**src/cle_pkg.sv**
```systemverilog
`timescale 1ns / 1ps
// shared types, constants and command tables of the console line editor
// no dependencies
package cle_pkg;

  localparam int LINE_LEN = 64;
  localparam int FILL_W   = $clog2(LINE_LEN + 1);
  localparam int CMD_NUM  = 4;
  localparam int MATCH_W  = 3;
  localparam int BURST_N  = 3;

  localparam logic [7:0] CH_BS  = 8'd8;
  localparam logic [7:0] CH_LF  = 8'd10;
  localparam logic [7:0] CH_CR  = 8'd13;
  localparam logic [7:0] CH_SP  = 8'd32;
  localparam logic [7:0] CH_DEL = 8'd127;
  localparam logic [7:0] CH_CTL_LO = 8'd17;
  localparam logic [7:0] CH_CTL_HI = 8'd31;

  typedef enum logic [2:0] {
    CODE_LOADIMG   = 3'd0,
    CODE_HELP      = 3'd1,
    CODE_REBOOT    = 3'd2,
    CODE_C         = 3'd3,
    CODE_NOT_FOUND = 3'd4,
    CODE_EMPTY     = 3'd5
  } cmd_code_t;

  typedef enum logic {
    KIND_ECHO   = 1'b0,
    KIND_DECIDE = 1'b1
  } res_kind_t;

  typedef struct packed {
    res_kind_t  kind;
    logic [7:0] echo_char;
    cmd_code_t  command_code;
    logic       last;
  } res_t;

  // up to three result transactions caused by one input byte
  typedef struct packed {
    logic [1:0]              count;
    res_t [BURST_N-1:0]      item;
  } burst_t;

  typedef logic [CMD_NUM-1:0][MATCH_W-1:0] match_vec_t;

  function automatic logic [MATCH_W-1:0] cmd_len(input logic [1:0] idx);
    case (idx)
      2'd0:    cmd_len = 3'd7;
      2'd1:    cmd_len = 3'd4;
      2'd2:    cmd_len = 3'd6;
      default: cmd_len = 3'd1;
    endcase
  endfunction

  // character at position pos of command idx
  function automatic logic [7:0] cmd_char(input logic [1:0] idx,
                                          input logic [MATCH_W-1:0] pos);
    logic [7:0] ch;
    ch = 8'd0;
    case (idx)
      2'd0: begin
        case (pos)
          3'd0:    ch = "l";
          3'd1:    ch = "o";
          3'd2:    ch = "a";
          3'd3:    ch = "d";
          3'd4:    ch = "i";
          3'd5:    ch = "m";
          3'd6:    ch = "g";
          default: ch = 8'd0;
        endcase
      end
      2'd1: begin
        case (pos)
          3'd0:    ch = "h";
          3'd1:    ch = "e";
          3'd2:    ch = "l";
          3'd3:    ch = "p";
          default: ch = 8'd0;
        endcase
      end
      2'd2: begin
        case (pos)
          3'd0:    ch = "r";
          3'd1:    ch = "e";
          3'd2:    ch = "b";
          3'd3:    ch = "o";
          3'd4:    ch = "o";
          3'd5:    ch = "t";
          default: ch = 8'd0;
        endcase
      end
      default: begin
        case (pos)
          3'd0:    ch = "c";
          default: ch = 8'd0;
        endcase
      end
    endcase
    return ch;
  endfunction

  function automatic res_t mk_echo(input logic [7:0] ch, input logic is_last);
    res_t r;
    r.kind         = KIND_ECHO;
    r.echo_char    = ch;
    r.command_code = CODE_LOADIMG;
    r.last         = is_last;
    return r;
  endfunction

  function automatic res_t mk_decide(input cmd_code_t code);
    res_t r;
    r.kind         = KIND_DECIDE;
    r.echo_char    = 8'd0;
    r.command_code = code;
    r.last         = 1'b1;
    return r;
  endfunction

endpackage

```
**src/cle_match.sv**
```systemverilog
`timescale 1ns / 1ps
// line state and per-command prefix matching; builds the result burst
// depends on cle_pkg
module cle_match
  import cle_pkg::*;
(
  input  logic       clk,
  input  logic       rst_n,
  input  logic       take,
  input  logic [7:0] rx_byte,
  output burst_t     burst
);

  logic [FILL_W-1:0] fill_r, fill_nxt;
  match_vec_t        pm_r, pm_nxt;
  logic [FILL_W-1:0] fill_dec, fill_inc;
  logic              is_nl, is_del, is_drop;

  assign fill_dec = fill_r - FILL_W'(1);
  assign fill_inc = fill_r + FILL_W'(1);
  assign is_nl    = (rx_byte == CH_LF);
  assign is_del   = (rx_byte == CH_DEL);
  assign is_drop  = ((rx_byte >= CH_CTL_LO) && (rx_byte <= CH_CTL_HI)) || rx_byte[7];

  function automatic cmd_code_t decide(input logic [FILL_W-1:0] fill,
                                       input match_vec_t pm);
    cmd_code_t code;
    code = CODE_NOT_FOUND;
    if (fill == '0) begin
      code = CODE_EMPTY;
    end else begin
      for (int i = CMD_NUM - 1; i >= 0; i--) begin
        if (fill == FILL_W'(cmd_len(2'(i))) && FILL_W'(pm[i]) == fill) begin
          code = cmd_code_t'(3'(i));
        end
      end
    end
    return code;
  endfunction

  always_comb begin
    fill_nxt = fill_r;
    pm_nxt   = pm_r;
    burst    = '0;
    if (is_nl) begin
      burst.count   = 2'd3;
      burst.item[0] = mk_echo(CH_CR, 1'b0);
      burst.item[1] = mk_echo(CH_LF, 1'b0);
      burst.item[2] = mk_decide(decide(fill_r, pm_r));
      fill_nxt      = '0;
      pm_nxt        = '0;
    end else if (is_del) begin
      if (fill_r != '0) begin
        fill_nxt = fill_dec;
        for (int i = 0; i < CMD_NUM; i++) begin
          if (FILL_W'(pm_r[i]) > fill_dec) begin
            pm_nxt[i] = fill_dec[MATCH_W-1:0];
          end
        end
        burst.count   = 2'd3;
        burst.item[0] = mk_echo(CH_BS, 1'b0);
        burst.item[1] = mk_echo(CH_SP, 1'b0);
        burst.item[2] = mk_echo(CH_BS, 1'b1);
      end
    end else if (!is_drop) begin
      for (int i = 0; i < CMD_NUM; i++) begin
        if (FILL_W'(pm_r[i]) == fill_r && pm_r[i] < cmd_len(2'(i)) &&
            cmd_char(2'(i), pm_r[i]) == rx_byte) begin
          pm_nxt[i] = pm_r[i] + MATCH_W'(1);
        end
      end
      fill_nxt = fill_inc;
      if (fill_inc >= FILL_W'(LINE_LEN)) begin
        // line full: echo then decision, no cr lf
        burst.count   = 2'd2;
        burst.item[0] = mk_echo(rx_byte, 1'b0);
        burst.item[1] = mk_decide(decide(fill_inc, pm_nxt));
        fill_nxt      = '0;
        pm_nxt        = '0;
      end else begin
        burst.count   = 2'd1;
        burst.item[0] = mk_echo(rx_byte, 1'b1);
      end
    end
  end

  always_ff @(posedge clk) begin
    if (!rst_n) begin
      fill_r <= '0;
      pm_r   <= '0;
    end else if (take) begin
      fill_r <= fill_nxt;
      pm_r   <= pm_nxt;
    end
  end

endmodule

```
**src/cle_out.sv**
```systemverilog
`timescale 1ns / 1ps
// result register that drains a burst one transaction per cycle while out_stall is low
// depends on cle_pkg
module cle_out
  import cle_pkg::*;
(
  input  logic   clk,
  input  logic   rst_n,
  input  logic   take,
  input  burst_t burst_in,
  input  logic   out_stall,
  output logic   in_stall,
  output logic   out_valid,
  output res_t   out_item
);

  res_t [BURST_N-1:0] items_r, items_nxt;
  logic [1:0]         count_r, count_nxt;
  logic               fire;

  assign out_valid = (count_r != 2'd0);
  assign fire      = out_valid && !out_stall;
  assign in_stall  = !((count_r == 2'd0) || (count_r == 2'd1 && !out_stall));
  assign out_item  = items_r[0];

  always_comb begin
    items_nxt = items_r;
    count_nxt = count_r;
    if (take) begin
      items_nxt = burst_in.item;
      count_nxt = burst_in.count;
    end else if (fire) begin
      items_nxt[0] = items_r[1];
      items_nxt[1] = items_r[2];
      count_nxt    = count_r - 2'd1;
    end
  end

  always_ff @(posedge clk) begin
    if (!rst_n) begin
      count_r <= 2'd0;
    end else begin
      count_r <= count_nxt;
    end
  end

  always_ff @(posedge clk) begin
    items_r <= items_nxt;
  end

endmodule

```
**src/console_line_editor_matcher_unit.sv**
```systemverilog
`timescale 1ns / 1ps
// console line editor: echo, backspace handling and command matching
// depends on cle_pkg, cle_match and cle_out
//
// usage
//   in_* channel carries one received console byte per transaction
//   out_* channel carries echo characters (kind 0) and the line-end
//   command decision (kind 1); out_last marks the final transaction
//   caused by one input byte
//   the first result shows on out_* in the cycle after the input
//   transaction is taken
//   results per input byte: one for a plain character, two when it
//   fills the line, three for newline or for backspace on a non-empty
//   line; a byte with no result leaves the result register empty; the
//   result register holds the results of one byte at a time
//   a new byte is taken in the same cycle as the last result leaves
//   reset (rst_n low, synchronous) empties the line and the result register
//   while out_stall is high the current result holds and in_stall rises
//   as soon as no room is left for the next burst
module console_line_editor_matcher_unit
  import cle_pkg::*;
(
  input  logic       clk,
  input  logic       rst_n,
  input  logic       in_valid,
  output logic       in_stall,
  input  logic [7:0] in_rx_byte,
  output logic       out_valid,
  input  logic       out_stall,
  output logic       out_kind,
  output logic [7:0] out_echo_char,
  output logic [2:0] out_command_code,
  output logic       out_last
);

  logic   take;     // input transaction accepted this cycle
  burst_t burst;    // results caused by the current input byte
  res_t   res_item; // head of the result register

  assign take = in_valid && !in_stall;

  // line state update and burst build happen in the cycle of acceptance
  cle_match u_match (
    .clk     (clk),
    .rst_n   (rst_n),
    .take    (take),
    .rx_byte (in_rx_byte),
    .burst   (burst)
  );

  // burst register drains towards the result channel
  cle_out u_out (
    .clk       (clk),
    .rst_n     (rst_n),
    .take      (take),
    .burst_in  (burst),
    .out_stall (out_stall),
    .in_stall  (in_stall),
    .out_valid (out_valid),
    .out_item  (res_item)
  );

  assign out_kind         = res_item.kind;
  assign out_echo_char    = res_item.echo_char;
  assign out_command_code = res_item.command_code;
  assign out_last         = res_item.last;

endmodule

```
**config.mk**
```make
export PLATFORM = sky130hd
export DESIGN_NAME = console_line_editor_matcher_unit
export DESIGN_NICKNAME = d
export VERILOG_FILES = /design/src/cle_pkg.sv /design/src/cle_match.sv /design/src/cle_out.sv /design/src/console_line_editor_matcher_unit.sv
export SDC_FILE = /design/constraint.sdc
export NUM_CORES = 1
export LEC_CHECK = 0
export BUFFER_PORTS_ARGS = -buffer_cell sky130_fd_sc_hd__buf_2
export CAP_MARGIN = 20
export CORE_MARGIN = 8
export CORE_UTILIZATION = 50
export DETAILED_ROUTE_END_ITERATION = 8
export PLACE_DENSITY_LB_ADDON = 0.3
export SETUP_SLACK_MARGIN = 0.4
export SLEW_MARGIN = 20
export SYNTH_ARGS = -nofsm -noshare
export SYNTH_HDL_FRONTEND = slang
export SYNTH_SLANG_ARGS = --single-unit
```
**constraint.sdc**
```tcl
create_clock -name clk -period 7.3 [get_ports clk]
set_clock_uncertainty 0.05 [all_clocks]
set_input_delay 1.095 -clock clk [delete_from_list [all_inputs] [get_ports clk]]
set_output_delay 1.095 -clock clk [all_outputs]
set_load 0.01 [all_outputs]
```
; ---- After elaboration in Yosys (flattened, before gate mapping)
; Cells that the tools add are included.
[classes]
n_addsub = 7
n_lt_le_gt_ge = 11
eq_ne = 43
n_mux = 110
bitwise = 1
n_reduce_logical = 41
[ops]
columns = cell, count
row1 = $mux W3, 70
row2 = $mux W26, 4
row3 = $mux W8, 12
row4 = $mux W41, 2
row5 = $mux W12, 5
row6 = $eq A3 B7 Y1, 8
row7 = $eq A7 B3 Y1, 8
row8 = $pmux W7 S7, 1
row9 = $mux W7, 6
row10 = $pmux W7 S5, 1
row11 = $eq A8 B8 Y1, 4
row12 = $gt A3 B7 Y1, 4
row13 = $pmux W7 S4, 1
row14 = $mux W13, 2
row15 = $logic_and A1 B1 Y1, 20
row16 = $eq A3 B2 Y1 const B, 6
row17 = $reduce_and A4 Y1, 4
row18 = $eq A3 B3 Y1 const B, 5
row19 = $ne A3 B2 Y1 const B, 5
row20 = $logic_not A7 Y1, 2
row21 = $add A3 B1 Y3 const B, 4
row22 = $logic_not A3 Y1, 4
row23 = $lt A3 B3 Y1, 4
row24 = $mux W2, 5
row25 = 20 further kinds, 26
[word_totals]
ff_bits = 60
inputBits = 12
output_inout_bits = 15
wordCells = 231

; ---- Longest topological paths before layout
[depth]
depth_word = 25
depth_mapped = 11
mapped_depth_nobuf = 10

; ---- By module
; Synthesis repeated with hierarchy kept, for this count alone.
[hier_totals]
cells_unflattened = 515
area_unflattened_um2 = 4745.8
[by_module_without_submodules]
columns = module, instances, cells_each, area_per_inst_um2, seq_area_each_um2
row1 = cle_match, 1, 414, 3005.4, 380.4
row2 = cle_out, 1, 100, 1726.7, 1211.2
row3 = console_line_editor_matcher_unit, 1, 1, 13.8, 0.0

; ---- Worst setup path before layout
; No wires, ideal clock.
[synth_path]
path_kind = input to register
from = input port out_stall
to = register u_out.count_r[1]
setup_ns = 0.080
arrival_ns = 3.377
t_required_ns = 7.170
slack_ns = 3.793
path_stages = 3
n_path_buf = 0
cell_sequence = o21ai_0 -> o311ai_0 -> a21boi_0
[synth_between]
elab_chain_cells = 5
elab_cells_between_ends = 7
classes_between = mux (1) / reduce/logical (6)
[synth_rtl]
columns = item, line
row1 = "start, declared", console_line_editor_matcher_unit.sv:29  ; input logic out_stall,
row2 = $logic_not A1 Y1 *, "cle_out.sv:22, cle_out.sv:23"
row3 = $logic_and A1 B1 Y1, cle_out.sv:23  ; assign in_stall = !((count_r == 2'd0) || (count_r == 2'd1 && !out_stall));
row4 = $logic_or A1 B1 Y1, cle_out.sv:23
row5 = $logic_and A1 B1 Y1, console_line_editor_matcher_unit.sv:40  ; assign take = in_valid && !in_stall;
row6 = $mux W2 or $reduce_bool A2 Y1 (tied branches), -
row7 = "end signal, assigned", cle_out.sv:43  ; count_r <= count_nxt;
row8 = "end, declared", cle_out.sv:18  ; logic [1:0] count_r, count_nxt;
; Every way passes the cells marked *; elsewhere a longest branch is shown, timed or not.
; A chain may end at the register's enable or synchronous reset.

==> impl_summary.md <==
Outcome
The flow ran to the end, and the final reports show no timing, DRC or antenna violations.

Cells and area
The most common cell after layout, fill and taps aside is sky130_fd_sc_hd__ha_1. The post-synthesis to final-layout area growth is 5.89%. The final antenna diode count is 0. The final layout contains approximately 480 nets.

The post-route netlist has 12.4% of its cells at a drive strength greater than 1. The number of fill cells is roughly 700. In the layout the commonest cells are sky130_fd_sc_hd__ha_1 (35), sky130_fd_sc_hd__nor2_1 (31), sky130_fd_sc_hd__a21oi_1 (31). With fillers left out, the area of the finished cells amounts to between 4000 and 5000 sq um.

After the flow finishes, the layout carries non-filler instances totaling 534. For this run, the share of the core covered by cells in the final layout is approximately 55%.

CTS
The tree built by TritonCTS fans out to 48 sinks. TritonCTS built the clock tree. The tree is rooted in a sky130_fd_sc_hd__clkbuf_8. Once the clock tree was built, the resizer swapped 0 gates to a different size. Counting along the longest clock path gives a buffer depth of 2. Counting the buffers created by CTS gives 5. The post-CTS setup buffer count is 0. In this run, post-CTS hold repair placed 0 buffers. After clock tree synthesis, the clock-pin slew on the worst setup and hold paths is approximately 90 ps.

The CTS H-tree depth is 2. The clock insertion delay at the later pin of the skew report is slightly above 300 ps.

Synthesis
The count of flip-flops with a built-in enable after synthesis is 27. The most used flip-flop cell after synthesis is sky130_fd_sc_hd__edfxtp_1. The number of warnings reported in the yosys synthesis log is 0. The number of different library cells used by synthesis comes to 69.

Counting every net in the synthesized netlist gives between 400 and 500. The gate count after technology mapping is 435. The post-synthesis async set-or-reset flop share is 0%. The synthesized flop and latch total is 48. The post-synthesis instance area is between 3000 and 4000 sq um.

The sequential fraction of the synthesis area is 32.6%. In this run the mean area of a mapped cell was just under 9 sq um.

Global routing
The initial antenna violation count is 0. Across every metal layer, demand over resource in global routing totals between 10% and 20%. The pin count of the biggest net entering global routing is 29. The first global-routing pass estimated approximately 15000 microns of wire. The number of global-route vias before repair is between 3000 and 4000. After global routing the overflow that remains totals 0.

Die
The die covers around 11000 sq um. Once the floorplan was initialized, standard cells occupied 51.8% of the core. The placeable core area is between 7000 and 8000 sq um.

Measured along the y axis, the die boundary spans a little over 100 microns. The site row count is 31. From left edge to right edge, the die measures between 100 and 150 microns. Pin placement for this block handled 27 I/O pins.

Routing
The total number of vias is approximately 3300. The detailed-routing iteration count for the pre-antenna-repair pass is 5. The number of DRC violations after detailed-routing iteration 0 is between 200 and 300. The count of nets left with antenna violations once routing finished came out at 0. The per-cell routed wire length is 17.4 microns. Dividing the detail-routed via count by the number of cells gives 6.18. The DRC violation count after routing is 0.

The final wirelength is 9290 microns.

Pwr
The completed layout was analyzed and its total power is ~0.84 mW. Power spread over the standard cell area amounts to approximately 210 nW/um^2. The leakage power summed over all cells is 1.58 nW. IR analysis of the VDD net gives a maximum drop of around 0.000090 V.

Worst setup path
On the critical path the largest part of the delay comes from simple AND/OR/NAND/NOR gates. Of all nets on the critical path, the largest fanout is 24. The setup path with the least slack is of type in2reg. The worst setup path is captured at a flop. STA classifies the critical path startpoint as a primary input. The cell at the slowest stage of the critical path is sky130_fd_sc_hd__or4_1. The critical path goes through buf_2 -> nand4_1 -> or4_1 -> o22ai_1 -> or3_1 -> nor4_1 -> a21o_1. The arrival time of the worst setup path is 3640 ps.

The required time at the endpoint of the critical path is between 7000 and 8000 ps. The count of buffering cells on the critical path with inverters included is 1. The delay of the slowest cell on the worst path is 900 ps.

Timing
Setup repair after global routing left no endpoint under its margin. Adding up every negative setup slack in the final design gives 0 ps. The worst max-slew margin expressed relative to the limit is about a third. After layout, the worst setup slack is between 3000 and 4000 ps. Final hold analysis gives a worst-case slack of ~460 ps. The clock period minus final worst setup slack is 3620 ps. The final-report setup violation count is 0. The number of pins with negative max-slew slack in the final report is 0. The transition at the pin with the smallest max-transition slack is about 1000 ps. The final critical path takes up between 40% and 50% of the cycle. The number of endpoints with negative hold slack in the final report is 0. Based on the critical path, the design can be clocked at up to about 0.28 GHz.

Placement
Once detailed placement completed, the half-perimeter wirelength came to roughly 6800 microns. The post-placement cell area is 3850 sq um. The final weighted congestion of routability-driven global placement is 0.916.

Once placement completed, the tool counted placed cells totaling approximately 530. The worst slack at placement is ~3400 ps. The count of input and output buffers is 26.

Worst hold path
The min-delay analysis places its worst path in the category reg2reg.

Flow run
The tool flagged a number of max-cap violations equal to 0.
area by class of cell:
cell class | instances | area, sq um | area share, %
clock inverters | 3 | 68.8 | 1.72
well taps | 99 | 124 | 3.09
repair buffers | 30 | 168 | 4.19
inverters | 22 | 82.6 | 2.06
flip-flops and latches | 48 | 1230 | 30.8
clock buffers | 5 | 68.8 | 1.72
multi-input cells | 327 | 2260 | 56.5
power breakdown:
part	internal, mW	switching (mW)	total, mW
registers	0.354	0.0170	0.371
clock network	0.138	0.0962	0.234
logic	0.0864	0.147	0.234
worst paths after layout:
kind	slack, ps	startpoint	endpoint	cells past startpoint
max	3680	in_rx_byte[0]	u_out.items_r[25]	7
max reg2reg	3940	u_match.fill_r[0]	u_match.pm_r[0]	10
min reg2reg	460	u_out.count_r[0]	u_out.count_r[0]	1
min	460	u_out.count_r[0]	u_out.count_r[0]	1
routing by layer:
layer	GRT usage, %	share of wire, %
met1	23.5	42
met4	6.01	2.0
met5	0	0
met2	28.9	45
met3	3.65	11
worst reg2reg max path: cells and delay by family, from the launching register on:
family | cells | cell delay (ps)
adder cells (fa/ha/maj) | 2 | 710
XOR/XNOR | 1 | 470
flip-flops | 1 | 530
AO/OA/AOI/OAI | 5 | 1140
AND/OR/NAND/NOR | 1 | 100
buffers and inverters | 1 | 270
cells by family (layout without fill, tap and decap cells):
logic type | Yosys count | count (layout) | share of synthesized area, %
and+or+nand+nor | 152 | 152 | 21.9
DFF | 48 | 48 | 32.6
buffers and inverters | 60 | 60 | 7.75
muxes | 4 | 4 | 1.09
AOI/OAI and AO/OA | 119 | 119 | 21.3
adders and majority gates | 35 | 35 | 11.6
xor gates and xnor gates | 16 | 16 | 3.71
other | 1 | 1 | 0.0992
flip-flops by register name, summed over array words and instances (netlist names):
signal,cells
u_out.count_r,2
u_out.items_r,14
u_out.out_item,13
u_match.pm_r,12
u_match.fill_r,7
cell usage after synthesis (all sizes together) (3+ instances only):
cell type  count  area share, %
a211oi         5           0.99
a21o           5           0.99
a21oi         31            4.1
a22o           3           0.70
a22oi          3           0.60
a31oi          6           0.99
a32o           3           0.79
a41oi          3           0.70
and2           8            1.3
and3           7            1.2
and4           3           0.70
buf           23            4.0
clkbuf        15            1.5
dfxtp         21             11
edfxtp        27             21
ha            35             12
inv           22            2.2
mux2i          3           0.79
nand2         24            2.4
nand2b         3           0.50
nand3         16            2.1
nand4          4           0.66
nor2          31            3.1
nor2b          8            1.3
nor3          21            2.8
nor3b          4           0.79
nor4          10            2.3
o21a           6            1.2
o21ai         24            3.2
o21bai         3           0.60
o221a          5            1.5
xnor2          7            1.6
xor2           9            2.1
No activity file was read; power rests on OpenSTA's default activity.
